## config.mk

```make
export PLATFORM = sky130hd
export DESIGN_NAME = canonical_prefix_code_decoder_top_flat
export DESIGN_NICKNAME = d
export VERILOG_FILES = /design/src/sv/cpcd_pkg.sv /design/src/sv/cpcd_if.sv /design/src/sv/cpcd_ram.sv /design/src/sv/canonical_prefix_code_decoder_top.sv /design/src/flat_wrapper.sv
export SDC_FILE = /design/constraint.sdc
export NUM_CORES = 2
export LEC_CHECK = 0
export ABC_AREA = 1
export BUFFER_PORTS_ARGS = -buffer_cell sky130_fd_sc_hd__clkbuf_2
export CAP_MARGIN = 25
export CORE_ASPECT_RATIO = 1.75
export CORE_UTILIZATION = 35
export DETAILED_ROUTE_END_ITERATION = 10
export SLEW_MARGIN = 20
export SYNTH_ARGS = -nofsm -noshare
export SYNTH_HDL_FRONTEND = slang
export SYNTH_SLANG_ARGS = --single-unit
```

## constraint.sdc

```tcl
create_clock -name i_clk -period 27.9 [get_ports i_clk]
set_input_delay 2.79 -clock i_clk [delete_from_list [all_inputs] [get_ports i_clk]]
set_output_delay 2.79 -clock i_clk [all_outputs]
set_load 0.01 [all_outputs]
```

## src/sv/cpcd_pkg.sv

```systemverilog
package cpcd_pkg;

    typedef enum logic [2:0] {
        PH_TYPE   = 3'd0,
        PH_LEN    = 3'd1,
        PH_WIDTHS = 3'd2,
        PH_COUNTS = 3'd3,
        PH_ALPHA  = 3'd4,
        PH_DECODE = 3'd5,
        PH_DONE   = 3'd6
    } t_phase;

    typedef enum logic [2:0] {
        ST_OK    = 3'd0,
        ST_TYPE  = 3'd1,
        ST_SIZES = 3'd2,
        ST_CODE  = 3'd3,
        ST_EARLY = 3'd4
    } t_status;

    typedef enum logic [2:0] {
        S_IDLE  = 3'd0,
        S_FETCH = 3'd1,
        S_BIT   = 3'd2,
        S_LOOK  = 3'd3,
        S_EMIT  = 3'd4,
        S_EOF   = 3'd5
    } t_seq;

    localparam logic [7:0] DELTA_FLAG = 8'h80;
    localparam int         DATA_W     = 8;
    localparam int         STATUS_W   = 3;

endpackage

```

## src/sv/cpcd_if.sv

```systemverilog
interface cpcd_in_if;
    logic       valid;
    logic       ready;
    logic [7:0] data_byte;
    logic       end_of_file;
    modport source (output valid, output data_byte, output end_of_file, input ready);
    modport sink   (input valid, input data_byte, input end_of_file, output ready);
endinterface

interface cpcd_out_if;
    logic       valid;
    logic       ready;
    logic [7:0] symbol;
    logic       last_symbol;
    logic [2:0] status;
    modport source (output valid, output symbol, output last_symbol, output status,
                    input ready);
    modport sink   (input valid, input symbol, input last_symbol, input status,
                    output ready);
endinterface

```

## src/sv/cpcd_ram.sv

```systemverilog
module cpcd_ram #(
    parameter int WIDTH = 8,
    parameter int DEPTH = 256
) (
    input  logic                     i_clk,
    input  logic                     i_we,
    input  logic [$clog2(DEPTH)-1:0] i_waddr,
    input  logic [WIDTH-1:0]         i_wdata,
    input  logic [$clog2(DEPTH)-1:0] i_raddr,
    output logic [WIDTH-1:0]         o_rdata
);
    logic [WIDTH-1:0] r_mem [DEPTH];
    logic [WIDTH-1:0] r_rdata;

    always_ff @(posedge i_clk) begin
        if (i_we) begin
            r_mem[i_waddr] <= i_wdata;
        end
        r_rdata <= r_mem[i_raddr];
    end

    assign o_rdata = r_rdata;
endmodule

```

## src/sv/canonical_prefix_code_decoder_top.sv

```systemverilog
// Canonical prefix-code decoder. Takes one compressed byte per input beat and
// returns decoded bytes, one output beat each, with the last byte of a file and
// any error beat marked by last_symbol. A header byte passes through an
// accepting step, a processing step and a closing step that also handles end
// of file. In the code phase each examined bit takes a code table read, then the
// compare that issues the alphabet read, and each decoded symbol adds the
// alphabet data, then the output beat. A stalled output holds the decoder. The
// registered reads of the code table and alphabet memories set these steps.
// Only one byte is in work at a time.
module canonical_prefix_code_decoder_top #(
    parameter int MAX_CODE_LENGTHS = 16,
    parameter int ALPHABET_DEPTH   = 256,
    parameter int LENGTH_BITS      = 24
) (
    input  logic        i_clk,
    input  logic        i_rst_n,
    cpcd_in_if.sink     in_ch,
    cpcd_out_if.source  out_ch
);
    localparam int LW = $clog2(MAX_CODE_LENGTHS);
    localparam int AW = (ALPHABET_DEPTH > 1) ? $clog2(ALPHABET_DEPTH) : 1;
    localparam int TW = 33;

    cpcd_pkg::t_seq   r_seq, n_seq;
    cpcd_pkg::t_phase r_phase, n_phase;
    logic [7:0]  r_byte, n_byte;
    logic        r_eof, n_eof;
    logic [3:0]  r_bit, n_bit;
    logic [8:0]  r_hidx, n_hidx;
    logic [23:0] r_total, n_total;
    logic [23:0] r_rem, n_rem;
    logic        r_delta, n_delta;
    logic [4:0]  r_lcount, n_lcount;
    logic [8:0]  r_asize, n_asize;
    logic [15:0] r_acc, n_acc;
    logic [4:0]  r_taken, n_taken;
    logic [7:0]  r_prev, n_prev;
    logic        r_err, n_err;
    logic [16:0] r_last_limit, n_last_limit;
    logic        r_ov, n_ov;
    logic [7:0]  r_osym, n_osym;
    logic        r_olast, n_olast;
    logic [2:0]  r_ost, n_ost;

    logic          tab_we;
    logic [LW-1:0] tab_waddr, tab_raddr;
    logic [TW-1:0] tab_wdata, tab_rdata;
    logic          alp_we;
    logic [AW-1:0] alp_waddr, alp_raddr;
    logic [7:0]    alp_wdata, alp_rdata;

    cpcd_ram #(.WIDTH(TW), .DEPTH(MAX_CODE_LENGTHS)) u_tab (
        .i_clk(i_clk), .i_we(tab_we), .i_waddr(tab_waddr), .i_wdata(tab_wdata),
        .i_raddr(tab_raddr), .o_rdata(tab_rdata)
    );
    cpcd_ram #(.WIDTH(8), .DEPTH(ALPHABET_DEPTH)) u_alp (
        .i_clk(i_clk), .i_we(alp_we), .i_waddr(alp_waddr), .i_wdata(alp_wdata),
        .i_raddr(alp_raddr), .o_rdata(alp_rdata)
    );

    logic        out_free;
    logic [15:0] acc_sh;
    logic [4:0]  taken_inc;
    logic [16:0] pre_lim, after;
    logic [9:0]  asum;
    logic [16:0] lim;
    logic [15:0] offs, idx;
    logic [7:0]  sym;
    logic [16:0] cap;

    assign out_free     = !r_ov || out_ch.ready;
    assign in_ch.ready  = (r_seq == cpcd_pkg::S_IDLE) && out_free;
    assign out_ch.valid = r_ov;
    assign out_ch.symbol      = r_osym;
    assign out_ch.last_symbol = r_olast;
    assign out_ch.status      = r_ost;

    assign acc_sh    = {r_acc[14:0], r_byte[r_bit[2:0]]};
    assign taken_inc = r_taken + 5'd1;
    assign lim       = tab_rdata[16:0];
    assign offs      = tab_rdata[32:17];
    assign idx       = r_acc + offs;
    assign sym       = r_delta ? r_prev + alp_rdata : alp_rdata;
    assign pre_lim   = (r_hidx == 9'd0) ? 17'd0 : {r_last_limit[15:0], 1'b0};
    assign after     = pre_lim + {9'd0, r_byte};
    assign asum      = {1'b0, r_asize} + {2'd0, r_byte};
    assign cap       = 17'd1 << (r_hidx[4:0] + 5'd1);

    always_comb begin
        tab_we    = 1'b0;
        tab_waddr = r_hidx[LW-1:0];
        tab_wdata = {{7'd0, r_asize} - pre_lim[15:0], after};
        tab_raddr = LW'((r_seq == cpcd_pkg::S_FETCH) ? r_taken : r_taken - 5'd1);
        alp_we    = 1'b0;
        alp_waddr = r_hidx[AW-1:0];
        alp_wdata = r_byte;
        alp_raddr = idx[AW-1:0];
        if (r_seq == cpcd_pkg::S_FETCH && r_phase == cpcd_pkg::PH_COUNTS
            && r_hidx < 9'(MAX_CODE_LENGTHS) && !(after > cap)
            && !(asum > 10'(ALPHABET_DEPTH))) begin
            tab_we = 1'b1;
        end
        if (r_seq == cpcd_pkg::S_FETCH && r_phase == cpcd_pkg::PH_ALPHA
            && r_hidx < 9'(ALPHABET_DEPTH)) begin
            alp_we = 1'b1;
        end
    end

    always_comb begin
        n_seq = r_seq; n_phase = r_phase; n_byte = r_byte; n_eof = r_eof;
        n_bit = r_bit; n_hidx = r_hidx; n_total = r_total; n_rem = r_rem;
        n_delta = r_delta; n_lcount = r_lcount; n_asize = r_asize; n_acc = r_acc;
        n_taken = r_taken; n_prev = r_prev; n_err = r_err;
        n_last_limit = r_last_limit;
        n_ov = r_ov && !out_ch.ready;
        n_osym = r_osym; n_olast = r_olast; n_ost = r_ost;
        case (r_seq)
            cpcd_pkg::S_IDLE: begin
                if (in_ch.valid && out_free) begin
                    n_byte = in_ch.data_byte;
                    n_eof  = in_ch.end_of_file;
                    n_bit  = 4'd7;
                    n_seq  = r_err ? cpcd_pkg::S_EOF : cpcd_pkg::S_FETCH;
                end
            end
            cpcd_pkg::S_FETCH: begin
                n_seq = cpcd_pkg::S_EOF;
                case (r_phase)
                    cpcd_pkg::PH_TYPE: begin
                        if (r_byte != 8'd2) begin
                            n_ov = 1'b1; n_osym = '0; n_olast = 1'b1;
                            n_ost = cpcd_pkg::ST_TYPE; n_err = 1'b1;
                        end else begin
                            n_hidx = '0; n_total = '0; n_rem = '0; n_delta = 1'b0;
                            n_lcount = '0; n_asize = '0; n_acc = '0; n_taken = '0;
                            n_prev = '0; n_phase = cpcd_pkg::PH_LEN;
                        end
                    end
                    cpcd_pkg::PH_LEN: begin
                        case (r_hidx[1:0])
                            2'd0: n_total[7:0]   = r_byte;
                            2'd1: n_total[15:8]  = r_byte;
                            default: n_total[23:16] = r_byte;
                        endcase
                        n_hidx = r_hidx + 9'd1;
                        if (r_hidx == 9'd2) begin
                            if (LENGTH_BITS < 24 && (n_total >> LENGTH_BITS) != 24'd0) begin
                                n_ov = 1'b1; n_osym = '0; n_olast = 1'b1;
                                n_ost = cpcd_pkg::ST_SIZES; n_err = 1'b1;
                                n_phase = cpcd_pkg::PH_TYPE;
                            end else begin
                                n_rem = n_total; n_hidx = '0;
                                n_phase = cpcd_pkg::PH_WIDTHS;
                            end
                        end
                    end
                    cpcd_pkg::PH_WIDTHS: begin
                        n_delta = (r_byte & cpcd_pkg::DELTA_FLAG) != 8'd0;
                        n_hidx  = '0;
                        if (r_byte[6:0] > 7'(MAX_CODE_LENGTHS)) begin
                            n_ov = 1'b1; n_osym = '0; n_olast = 1'b1;
                            n_ost = cpcd_pkg::ST_SIZES; n_err = 1'b1;
                            n_phase = cpcd_pkg::PH_TYPE;
                        end else begin
                            n_lcount = r_byte[4:0];
                            if (r_byte[6:0] == 7'd0) begin
                                n_acc = '0; n_taken = '0;
                                n_phase = (r_rem == '0) ? cpcd_pkg::PH_DONE
                                                        : cpcd_pkg::PH_DECODE;
                            end else begin
                                n_phase = cpcd_pkg::PH_COUNTS;
                            end
                        end
                    end
                    cpcd_pkg::PH_COUNTS: begin
                        if (!tab_we) begin
                            n_ov = 1'b1; n_osym = '0; n_olast = 1'b1;
                            n_ost = cpcd_pkg::ST_SIZES; n_err = 1'b1;
                            n_phase = cpcd_pkg::PH_TYPE;
                        end else begin
                            n_last_limit = after;
                            n_asize = asum[8:0];
                            n_hidx  = r_hidx + 9'd1;
                            if (n_hidx >= {4'd0, r_lcount}) begin
                                n_hidx = '0;
                                if (n_asize == '0) begin
                                    n_acc = '0; n_taken = '0;
                                    n_phase = (r_rem == '0) ? cpcd_pkg::PH_DONE
                                                            : cpcd_pkg::PH_DECODE;
                                end else begin
                                    n_phase = cpcd_pkg::PH_ALPHA;
                                end
                            end
                        end
                    end
                    cpcd_pkg::PH_ALPHA: begin
                        n_hidx = r_hidx + 9'd1;
                        if (n_hidx >= r_asize) begin
                            n_hidx = '0; n_acc = '0; n_taken = '0;
                            n_phase = (r_rem == '0) ? cpcd_pkg::PH_DONE
                                                    : cpcd_pkg::PH_DECODE;
                        end
                    end
                    cpcd_pkg::PH_DECODE: begin
                        n_acc = acc_sh; n_taken = taken_inc; n_seq = cpcd_pkg::S_BIT;
                    end
                    default: ;
                endcase
            end
            cpcd_pkg::S_BIT: begin
                if (r_taken <= r_lcount && {1'b0, r_acc} < lim) begin
                    n_seq = cpcd_pkg::S_LOOK;
                end else if (r_taken >= r_lcount) begin
                    if (out_free) begin
                        n_ov = 1'b1; n_osym = '0; n_olast = 1'b1;
                        n_ost = cpcd_pkg::ST_CODE; n_err = 1'b1;
                        n_phase = cpcd_pkg::PH_TYPE; n_seq = cpcd_pkg::S_EOF;
                    end
                end else if (r_bit == 4'd0) begin
                    n_seq = cpcd_pkg::S_EOF;
                end else begin
                    n_bit = r_bit - 4'd1;
                    n_seq = cpcd_pkg::S_FETCH;
                end
            end
            cpcd_pkg::S_LOOK: begin
                n_seq = cpcd_pkg::S_EMIT;
                n_prev = (idx < 16'(ALPHABET_DEPTH)) ? sym : (r_delta ? r_prev : 8'd0);
                n_rem = r_rem - 24'd1;
                n_acc = '0; n_taken = '0;
            end
            cpcd_pkg::S_EMIT: begin
                if (out_free) begin
                    n_ov = 1'b1; n_osym = r_prev; n_ost = cpcd_pkg::ST_OK;
                    n_olast = (r_rem == '0);
                    if (r_rem == '0) begin
                        n_phase = cpcd_pkg::PH_DONE; n_seq = cpcd_pkg::S_EOF;
                    end else if (r_bit == 4'd0) begin
                        n_seq = cpcd_pkg::S_EOF;
                    end else begin
                        n_bit = r_bit - 4'd1; n_seq = cpcd_pkg::S_FETCH;
                    end
                end
            end
            cpcd_pkg::S_EOF: begin
                if (!r_eof) begin
                    n_seq = cpcd_pkg::S_IDLE;
                end else if (r_err) begin
                    n_err = 1'b0; n_phase = cpcd_pkg::PH_TYPE; n_seq = cpcd_pkg::S_IDLE;
                end else if (r_phase == cpcd_pkg::PH_DONE) begin
                    n_phase = cpcd_pkg::PH_TYPE; n_seq = cpcd_pkg::S_IDLE;
                end else if (out_free) begin
                    n_ov = 1'b1; n_osym = '0; n_olast = 1'b1;
                    n_ost = cpcd_pkg::ST_EARLY;
                    n_phase = cpcd_pkg::PH_TYPE; n_seq = cpcd_pkg::S_IDLE;
                end
            end
            default: n_seq = cpcd_pkg::S_IDLE;
        endcase
    end

    always_ff @(posedge i_clk) begin
        if (!i_rst_n) begin
            r_seq <= cpcd_pkg::S_IDLE; r_phase <= cpcd_pkg::PH_TYPE;
            r_hidx <= '0; r_total <= '0; r_rem <= '0; r_delta <= 1'b0;
            r_lcount <= '0; r_asize <= '0; r_acc <= '0; r_taken <= '0;
            r_prev <= '0; r_err <= 1'b0; r_ov <= 1'b0;
        end else begin
            r_seq <= n_seq; r_phase <= n_phase;
            r_hidx <= n_hidx; r_total <= n_total; r_rem <= n_rem; r_delta <= n_delta;
            r_lcount <= n_lcount; r_asize <= n_asize; r_acc <= n_acc; r_taken <= n_taken;
            r_prev <= n_prev; r_err <= n_err; r_ov <= n_ov;
        end
        r_byte <= n_byte; r_eof <= n_eof; r_bit <= n_bit;
        r_last_limit <= n_last_limit;
        r_osym <= n_osym; r_olast <= n_olast; r_ost <= n_ost;
    end
endmodule

```

## src/flat_wrapper.sv

```systemverilog
// flat-port wrapper written by rule: the top's interface ports become plain ports
module canonical_prefix_code_decoder_top_flat 
#(
    parameter int MAX_CODE_LENGTHS = 16,
    parameter int ALPHABET_DEPTH   = 256,
    parameter int LENGTH_BITS      = 24
)
  (i_clk, i_rst_n, in_ch_valid, in_ch_data_byte, in_ch_end_of_file, in_ch_ready, out_ch_valid, out_ch_symbol, out_ch_last_symbol, out_ch_status, out_ch_ready);
  cpcd_in_if in_ch_i ();
  cpcd_out_if out_ch_i ();
  input  logic i_clk;
  input  logic i_rst_n;
  input wire logic [$bits(in_ch_i.valid)-1:0] in_ch_valid;
  input wire logic [$bits(in_ch_i.data_byte)-1:0] in_ch_data_byte;
  input wire logic [$bits(in_ch_i.end_of_file)-1:0] in_ch_end_of_file;
  output wire logic [$bits(in_ch_i.ready)-1:0] in_ch_ready;
  output wire logic [$bits(out_ch_i.valid)-1:0] out_ch_valid;
  output wire logic [$bits(out_ch_i.symbol)-1:0] out_ch_symbol;
  output wire logic [$bits(out_ch_i.last_symbol)-1:0] out_ch_last_symbol;
  output wire logic [$bits(out_ch_i.status)-1:0] out_ch_status;
  input wire logic [$bits(out_ch_i.ready)-1:0] out_ch_ready;
  assign in_ch_i.valid = in_ch_valid;
  assign in_ch_i.data_byte = in_ch_data_byte;
  assign in_ch_i.end_of_file = in_ch_end_of_file;
  assign in_ch_ready = in_ch_i.ready;
  assign out_ch_valid = out_ch_i.valid;
  assign out_ch_symbol = out_ch_i.symbol;
  assign out_ch_last_symbol = out_ch_i.last_symbol;
  assign out_ch_status = out_ch_i.status;
  assign out_ch_i.ready = out_ch_ready;
  canonical_prefix_code_decoder_top #(.MAX_CODE_LENGTHS(MAX_CODE_LENGTHS), .ALPHABET_DEPTH(ALPHABET_DEPTH), .LENGTH_BITS(LENGTH_BITS)) u_core (.i_clk(i_clk), .i_rst_n(i_rst_n), .in_ch(in_ch_i), .out_ch(out_ch_i));
endmodule
```

**After elaboration in Yosys (flattened, before gate mapping)**

Memories as Yosys holds them, arrays and structs flattened. A register that Yosys moved wholly into a read port is not among the register bits.
Index checks and enable logic that the tools add are counted.
W data, S select, Z words.

- Logic and storage cells: 290
- Register bits: 150
- Output and inout bits: 14
- Bits in writable memories: 2576
- Bits of input ports: 13
- Memories kept: 2

Memory list:

| memory | depth | bits a word | rd ports | clocked after Yosys merged registers in | wr ports | RTL line | source |
|---|---|---|---|---|---|---|---|
| u_core.u_alp.r_mem | 256 | 8 | 1 | 1 | 1 | cpcd_ram.sv:12 | `logic [WIDTH-1:0] r_mem [DEPTH];` |
| u_core.u_tab.r_mem | 16 | 33 | 1 | 1 | 1 | cpcd_ram.sv:12 |  |

- $lt $le $gt $ge: 12
- Reduce and logical (&&, ||, !) cells: 48
- Mux-type cells: 146
- $add $sub $neg: 11
- Shift operators: 1
- Eq/ne operators: 50

Operator list:

| kind | number |
|---|---|
| $mux W8 | 18 |
| $pmux W24 S2 | 3 |
| $mux W3 | 39 |
| $mux W16 | 7 |
| $pmux W16 S5 | 1 |
| $mux W9 | 6 |
| $mux W24 | 2 |
| $pmux W9 S5 | 1 |
| $mux W5 | 8 |
| $ne A3 B3 Y1 const B | 12 |
| $pmux W16 S2 | 1 |
| $pmux W8 S4 | 1 |
| $mux W1 | 31 |
| $mux W4 | 7 |
| $pmux W5 S5 | 1 |
| $logic_not A24 Y1 | 1 |
| $pmux W3 S4 | 2 |
| $pmux W8 S3 | 1 |
| $reduce_and A4 Y1 | 6 |
| $sub A24 B1 Y24 const B | 1 |
| $reduce_and A11 Y1 | 2 |
| $ne A2 B2 Y1 const B | 10 |
| $pmux W5 S2 | 2 |
| $logic_not A9 Y1 | 2 |
| other kinds (62) | 103 |

**Longest topological paths before layout**

- Depth after elaboration: 11
- Mapped depth: 34
- Mapped depth without buffers: 32

**By module**

A second synthesis with hierarchy kept.

- Cells, all modules: 11024
- Area total of the unflattened synthesis: 118691.3 um2

By module, submodules not included:

| module | area each (um2) | times used | cells an instance |
|---|---|---|---|
| cpcd_ram (u_core.u_alp) | 83396.2 | 1 | 7003 |
| cpcd_ram (u_core.u_tab) | 23241.0 | 1 | 2185 |
| canonical_prefix_code_decoder_top | 12054.1 | 1 | 1836 |

**Least setup slack after synthesis**

No wires, ideal clock.

- Path kind: reg-to-reg
- Start: reg u_core.r_byte[1] (netlist: u_core.alp_wdata[1])
- End: mem u_core.u_tab.r_mem[0][0] (netlist name) (enable)
- Stages on the path, launching flop included: 24
- Period minus slack after synthesis: 8.925 ns
- Slack: 18.975 ns
- Arrival: 8.502 ns
- Buffers on the path: 2
- Library setup time: 0.423 ns
- Cell sequence: edfxtp_1 > ha_1 > fa_1 > nand3_1 > nand3_1 > a21oi_1 > o21bai_1 > a21oi_1 > or2_2 > nor2_1 > nand3_1 > xor2_1 > ha_1 > nand2_1 > nor2_1 > a21oi_1 > nand2_1 > nand2_1 > nand2_1 > nor2_1 > nand2_1 > buf_2 > buf_1 > nor2_1

- Cells in the longest elaborated chain, start to end: 8

Ends and longest elaborated chain:

| what | RTL line | source |
|---|---|---|
| start: declaration | canonical_prefix_code_decoder_top.sv:26 | `logic [7:0] r_byte, n_byte;` |
| start signal: assignment | canonical_prefix_code_decoder_top.sv:274 | `r_byte <= n_byte; r_eof <= n_eof; r_bit <= n_bit;` |
| $add A17 B8 Y17 | canonical_prefix_code_decoder_top.sv:85 | `assign after = pre_lim + {9'd0, r_byte};` |
| named net u_core.after[13] | canonical_prefix_code_decoder_top.sv:64 | `logic [16:0] pre_lim, after;` |
| $gt A17 B17 Y1 | canonical_prefix_code_decoder_top.sv:99 | `&& r_hidx < 9'(MAX_CODE_LENGTHS) && !(after > cap)` |
| $logic_not A1 Y1 | canonical_prefix_code_decoder_top.sv:99 |  |
| $logic_and A1 B1 Y1 | canonical_prefix_code_decoder_top.sv:99 |  |
| $logic_and A1 B1 Y1 | canonical_prefix_code_decoder_top.sv:100 | `&& !(asum > 10'(ALPHABET_DEPTH))) begin` |
| $mux W1 | canonical_prefix_code_decoder_top.sv:98 | `if (r_seq == cpcd_pkg::S_FETCH && r_phase == cpcd_pkg::PH_COUNTS` |
| $mux W1 | cpcd_ram.sv:16 | `if (i_we) begin` |
| $mux W1 (not written as such) | cpcd_ram.sv:17 | `r_mem[i_waddr] <= i_wdata;` |
| end: declaration | cpcd_ram.sv:12 |  |

The timed path passes the listed nets, and every way through them passes these cells.

**Worst setup path after layout**

- Start: reg u_core.r_hidx[0]
- End: mem u_core.u_tab.r_mem[2][13] (netlist name) (enable)

- Cells in the longest elaborated chain, start to end: 10

Ends and longest elaborated chain:

| what | RTL line | source |
|---|---|---|
| start: declaration | canonical_prefix_code_decoder_top.sv:29 | `logic [8:0] r_hidx, n_hidx;` |
| start signal: assignment | canonical_prefix_code_decoder_top.sv:270 | `r_hidx <= n_hidx; r_total <= n_total; r_rem <= n_rem; r_delta <= n_delta;` |
| $logic_not A9 Y1 | canonical_prefix_code_decoder_top.sv:84 | `assign pre_lim = (r_hidx == 9'd0) ? 17'd0 : {r_last_limit[15:0], 1'b0};` |
| $mux W17 | canonical_prefix_code_decoder_top.sv:84 |  |
| $add A17 B8 Y17 | canonical_prefix_code_decoder_top.sv:85 |  |
| named net u_core.after[16] | canonical_prefix_code_decoder_top.sv:64 |  |
| $gt A17 B17 Y1 | canonical_prefix_code_decoder_top.sv:99 |  |
| $logic_not A1 Y1 | canonical_prefix_code_decoder_top.sv:99 |  |
| $logic_and A1 B1 Y1 | canonical_prefix_code_decoder_top.sv:99 |  |
| $logic_and A1 B1 Y1 | canonical_prefix_code_decoder_top.sv:100 |  |
| $mux W1 | canonical_prefix_code_decoder_top.sv:98 |  |
| $mux W1 | cpcd_ram.sv:16 |  |
| $mux W1 (not written as such) | cpcd_ram.sv:17 |  |

The timed path passes the listed nets, and every way through them passes these cells.

==> results by stage <==
Outcome:
- The flow ran to the end, and the final reports show no timing, DRC or antenna violations.

Synthesis:
- Counting every net in the synthesized netlist gives around 10k.
- After synthesis the netlist holds a flip-flop and latch count of 2767.
- The largest family of logic cells by synthesized area is simple AND/OR/NAND/NOR gates.
- The count of unique library cells instantiated by Yosys is between 50 and 60.
- The number of flops mapped to enable cells by yosys is between 2k and 3k.
- The portion of synthesized area spent on multiplexers is 0%.
- The synthesized area per cell is about 12 um^2.
- Summing the sequential cell areas from Yosys gives between 70% and 80% of the chip area.
- The main flop type after synthesis is sky130_fd_sc_hd__edfxtp_1.
- For this run, the number of Yosys warnings is 0.
- The fraction of the mapped netlist area in adder cells is between 1 and 1.5%.
- The synthesized netlist devotes about an eighth of its cell area to simple gates.
- Summing the areas of all compound-gate instances in the mapped netlist gives 11.7% of the synthesized area.
- The xor/xnor share of the synthesized area is less than 1%.
- Synthesis produced a netlist whose cell count is just under 10k.
- The fraction of registers with async set or reset after synthesis is 0%.
- The mapped netlist covers around 110000 um^2.

Critical path:
- The required arrival time at the worst endpoint is approximately 28 ns.
- The critical path's slowest cell is sky130_fd_sc_hd__xor2_2.
- The worst setup path is captured at a flop.
- The startpoint-to-endpoint class of the critical path is flop to flop.
- The kind of start point of the critical path is a flop.
- At the worst endpoint, the arrival time is 8.83 ns.
- The number of cells on the worst reg-to-reg path is 30.
- Along the worst path, the maximum fanout reaches 19.
- In this design, the critical path's most frequently occurring cell is sky130_fd_sc_hd__nand2_1.
- For this run, the slowest stage of the critical path takes 0.66 ns.

STA:
- Setup violations remaining at the end of the flow were counted as 0.
- The actual transition at the worst max-transition pin is approximately 1.2 ns.
- The worst clock skew is between 0.09 and 0.1 ns.
- Setup repair after global routing left no endpoint under its margin.
- Measured against its own limit, the worst slew margin works out to ~17%.
- The part of the cycle the worst path needs is around 30%.
- The minimum period implied by the final worst setup slack is 8.30 ns.
- Based on the critical path, the design can be clocked at up to roughly 120 MHz.
- The max-slew violation total from the final report is 0.
- The hold violation total from the final report was 0.
- Summed over all failing endpoints, the final setup total negative slack is 0 ns.

Routing:
- The first detailed-routing pass took 6 iterations.
- After the first detailed-routing iteration, the DRC count stood at between 8k and 9k.
- The aggregate routed wire length is between 300000 and 400000 um.
- The number of vias per cell is 5.49.
- In the final routed layout, each cell accounts on average for 24.2 um.
- After detailed routing, the number of remaining DRC violations is 0.
- Once detail routing completed, the nets flagged for antenna violations numbered 0.
- The detailed-route via count is approximately 77k.

Die:
- The core footprint is around 330000 um^2.
- Once the floorplan was initialized, standard cells occupied 35.2% of the core.
- The floorplan step set the die height to 759 um.
- The die covers ~330000 um^2.
- The floorplan has roughly 280 rows.
- The die outline width is around 430 um.
- The total I/O pin count is 27.

GRT:
- The number of global-route vias before repair is around 76k.
- The global-route wire length before repair is 496000 um.
- Global routing used about a fifth of the available tracks across all layers.
- The initial antenna violation count is 12.
- The total overflow left after global routing is 0.
- The pin count of the biggest net entering global routing is between 200 and 250.

Placed design:
- Routability-driven placement finished with a final weighted congestion of ~0.92.
- The area after detailed placement is around 120000 um^2.
- The HPWL after detailed placement is ~200000 um.
- Buffers placed on the I/O ports in this run total 26.

Clock network:
- The H-tree was split into 4 levels.
- The worst-skew pair later-pin latency is between 0.9 and 1 ns.
- The number of buffers inserted during clock tree synthesis is between 200 and 250.
- Clock-pin slew was measured on the worst setup and hold paths at 0.07 ns.
- The number of hold buffers added after CTS was 0.
- The CTS sink count is between 2k and 3k.
- The longest clock path from root to sink contains 4 buffers.
- The clock tree from TritonCTS is done.
- The number of gates given a new drive strength after cts is 0.
- In this run the post-CTS setup repair buffer count came out at 0.
- The clock tree root driver cell is sky130_fd_sc_hd__clkbuf_16.

Finish:
- The post-route cell area is about 130000 um^2.
- Of the cells placed in the final design, the portion with a size suffix greater than 1 is ~6.4%.
- The post-synthesis to final-layout area growth is 10.5%.
- The area occupied by multi-input gates is 29600 um^2.
- The sequential cells in the finished layout cover a total of between 80000 and 90000 um^2.
- The post-layout utilization of the core is around 40%.
- The filler cell count in the final layout is approximately 31k.
- The final layout contains 9600 nets.

Job:
- The tool flagged a number of max-cap violations equal to 0.

Hold path:
- The worst hold path was traced through 2 stages.
- The worst min-delay path class is flop to flop.
-- worst paths after layout --
path	from	to	slack, ns
setup / recovery	u_core.r_hidx[0]	u_core.u_tab.r_mem[2][13]	19.60
hold / removal	u_core.r_lcount[4]	u_core.r_lcount[4]	0.47
hold reg to reg	u_core.r_lcount[4]	u_core.r_lcount[4]	0.47
setup reg to reg	u_core.r_hidx[0]	u_core.u_tab.r_mem[2][13]	19.60
-- state kept, by name, summed over array words and instances (netlist names), 9 cells and up --
signal,cells
u_core.u_alp.r_mem,2048
u_core.u_tab.r_mem,528
u_core.u_tab.o_rdata,33
u_core.r_rem,24
u_core.r_total,24
u_core.r_acc,16
u_core.r_last_limit,16
u_core.r_asize,9
u_core.r_hidx,9
-- cell type report --
| type | instances | area share [%] |
|---|---|---|
| diodes | 7 | 0.0138 |
| multi-input cells | 6020 | 23.4 |
| well taps | 4324 | 4.27 |
| inverters | 270 | 0.825 |
| flip-flops and latches | 2767 | 64.4 |
| clock inverters | 135 | 1.01 |
| repair buffers | 180 | 1.15 |
| clock buffers | 288 | 4.89 |
-- stage by stage --
step,worst slack (ns),hold slack (ns),std cells
4_1_cts,19.50,0.471,14000
3_5_place_dp,19.55,0.460,13600
3_3_place_gp,18.94,0.452,13600
6_report,19.60,0.472,14000
5_1_grt,18.88,0.508,14000
2_1_floorplan,18.98,0.441,9688
-- metal layers --
layer	vias up	share of wire, %	track usage, %
met4	8	6.6	12.1
met1	38400	36	22.3
met5	-	0.015	0
met3	830	5.8	2.40
li1	34700	-	-
met2	2968	52	36.1
-- cell families after synthesis --
family                     after synthesis
AOI/OAI and AO/OA                     2409
DFF                                   2767
and+or+nand+nor                       3441
adders and majority gates              113
xor gates and xnor gates                57
buffers and inverters                  901
-- worst max-delay path, delay by kind of cell, from the launching register on --
kind / cells / cell delay, ns
flops: 1 / 0.40
buf+inv: 5 / 1.49
xor+xnor: 1 / 0.66
simple gates: 16 / 3.18
compound gates: 5 / 0.91
fa+ha+maj: 3 / 1.23
-- cells in the final DEF, fill, tap and decap left out, types with 25 or more instances in the layout --
master                      synthesis  routed
sky130_fd_sc_hd__nor2_1          1840    1822
sky130_fd_sc_hd__o21ai_1           53      54
sky130_fd_sc_hd__nand4_1           34      34
sky130_fd_sc_hd__inv_2             28      25
sky130_fd_sc_hd__clkinv_1           6      51
sky130_fd_sc_hd__o211ai_1          74      74
sky130_fd_sc_hd__dfxtp_1          150     150
sky130_fd_sc_hd__nand2_1         1025    1018
sky130_fd_sc_hd__a21oi_1          171     171
sky130_fd_sc_hd__o21ai_0         1430    1429
sky130_fd_sc_hd__clkbuf_16          0     238
sky130_fd_sc_hd__edfxtp_1        2617    2617
sky130_fd_sc_hd__buf_4             17     139
sky130_fd_sc_hd__clkinv_2           0      40
sky130_fd_sc_hd__xor2_1            43      29
sky130_fd_sc_hd__inv_1            236     234
sky130_fd_sc_hd__ha_1             108     107
sky130_fd_sc_hd__clkbuf_1         408      45
sky130_fd_sc_hd__clkbuf_2           0      26
sky130_fd_sc_hd__o221ai_1         107     107
sky130_fd_sc_hd__o22ai_1          535     535
sky130_fd_sc_hd__nand3_1          479     471
-- synthesized netlist by cell type (all sizes together) (18+ instances only) --
master	n	area share, %
nor2	1848	6.1
ha	108	1.2
buf	223	1.0
clkbuf	408	1.3
nand4	34	0.19
o21ai	1484	6.5
o22ai	535	2.9
edfxtp	2617	69
a21oi	172	0.76
nand2	1030	3.4
inv	264	0.87
o211ai	74	0.49
nand3	481	2.1
o221ai	107	0.82
nor3	18	0.087
dfxtp	150	2.6
xor2	45	0.36
Power is not shown: default switching activity piles up to over one toggle a cycle in this logic, so the estimate is an artifact.
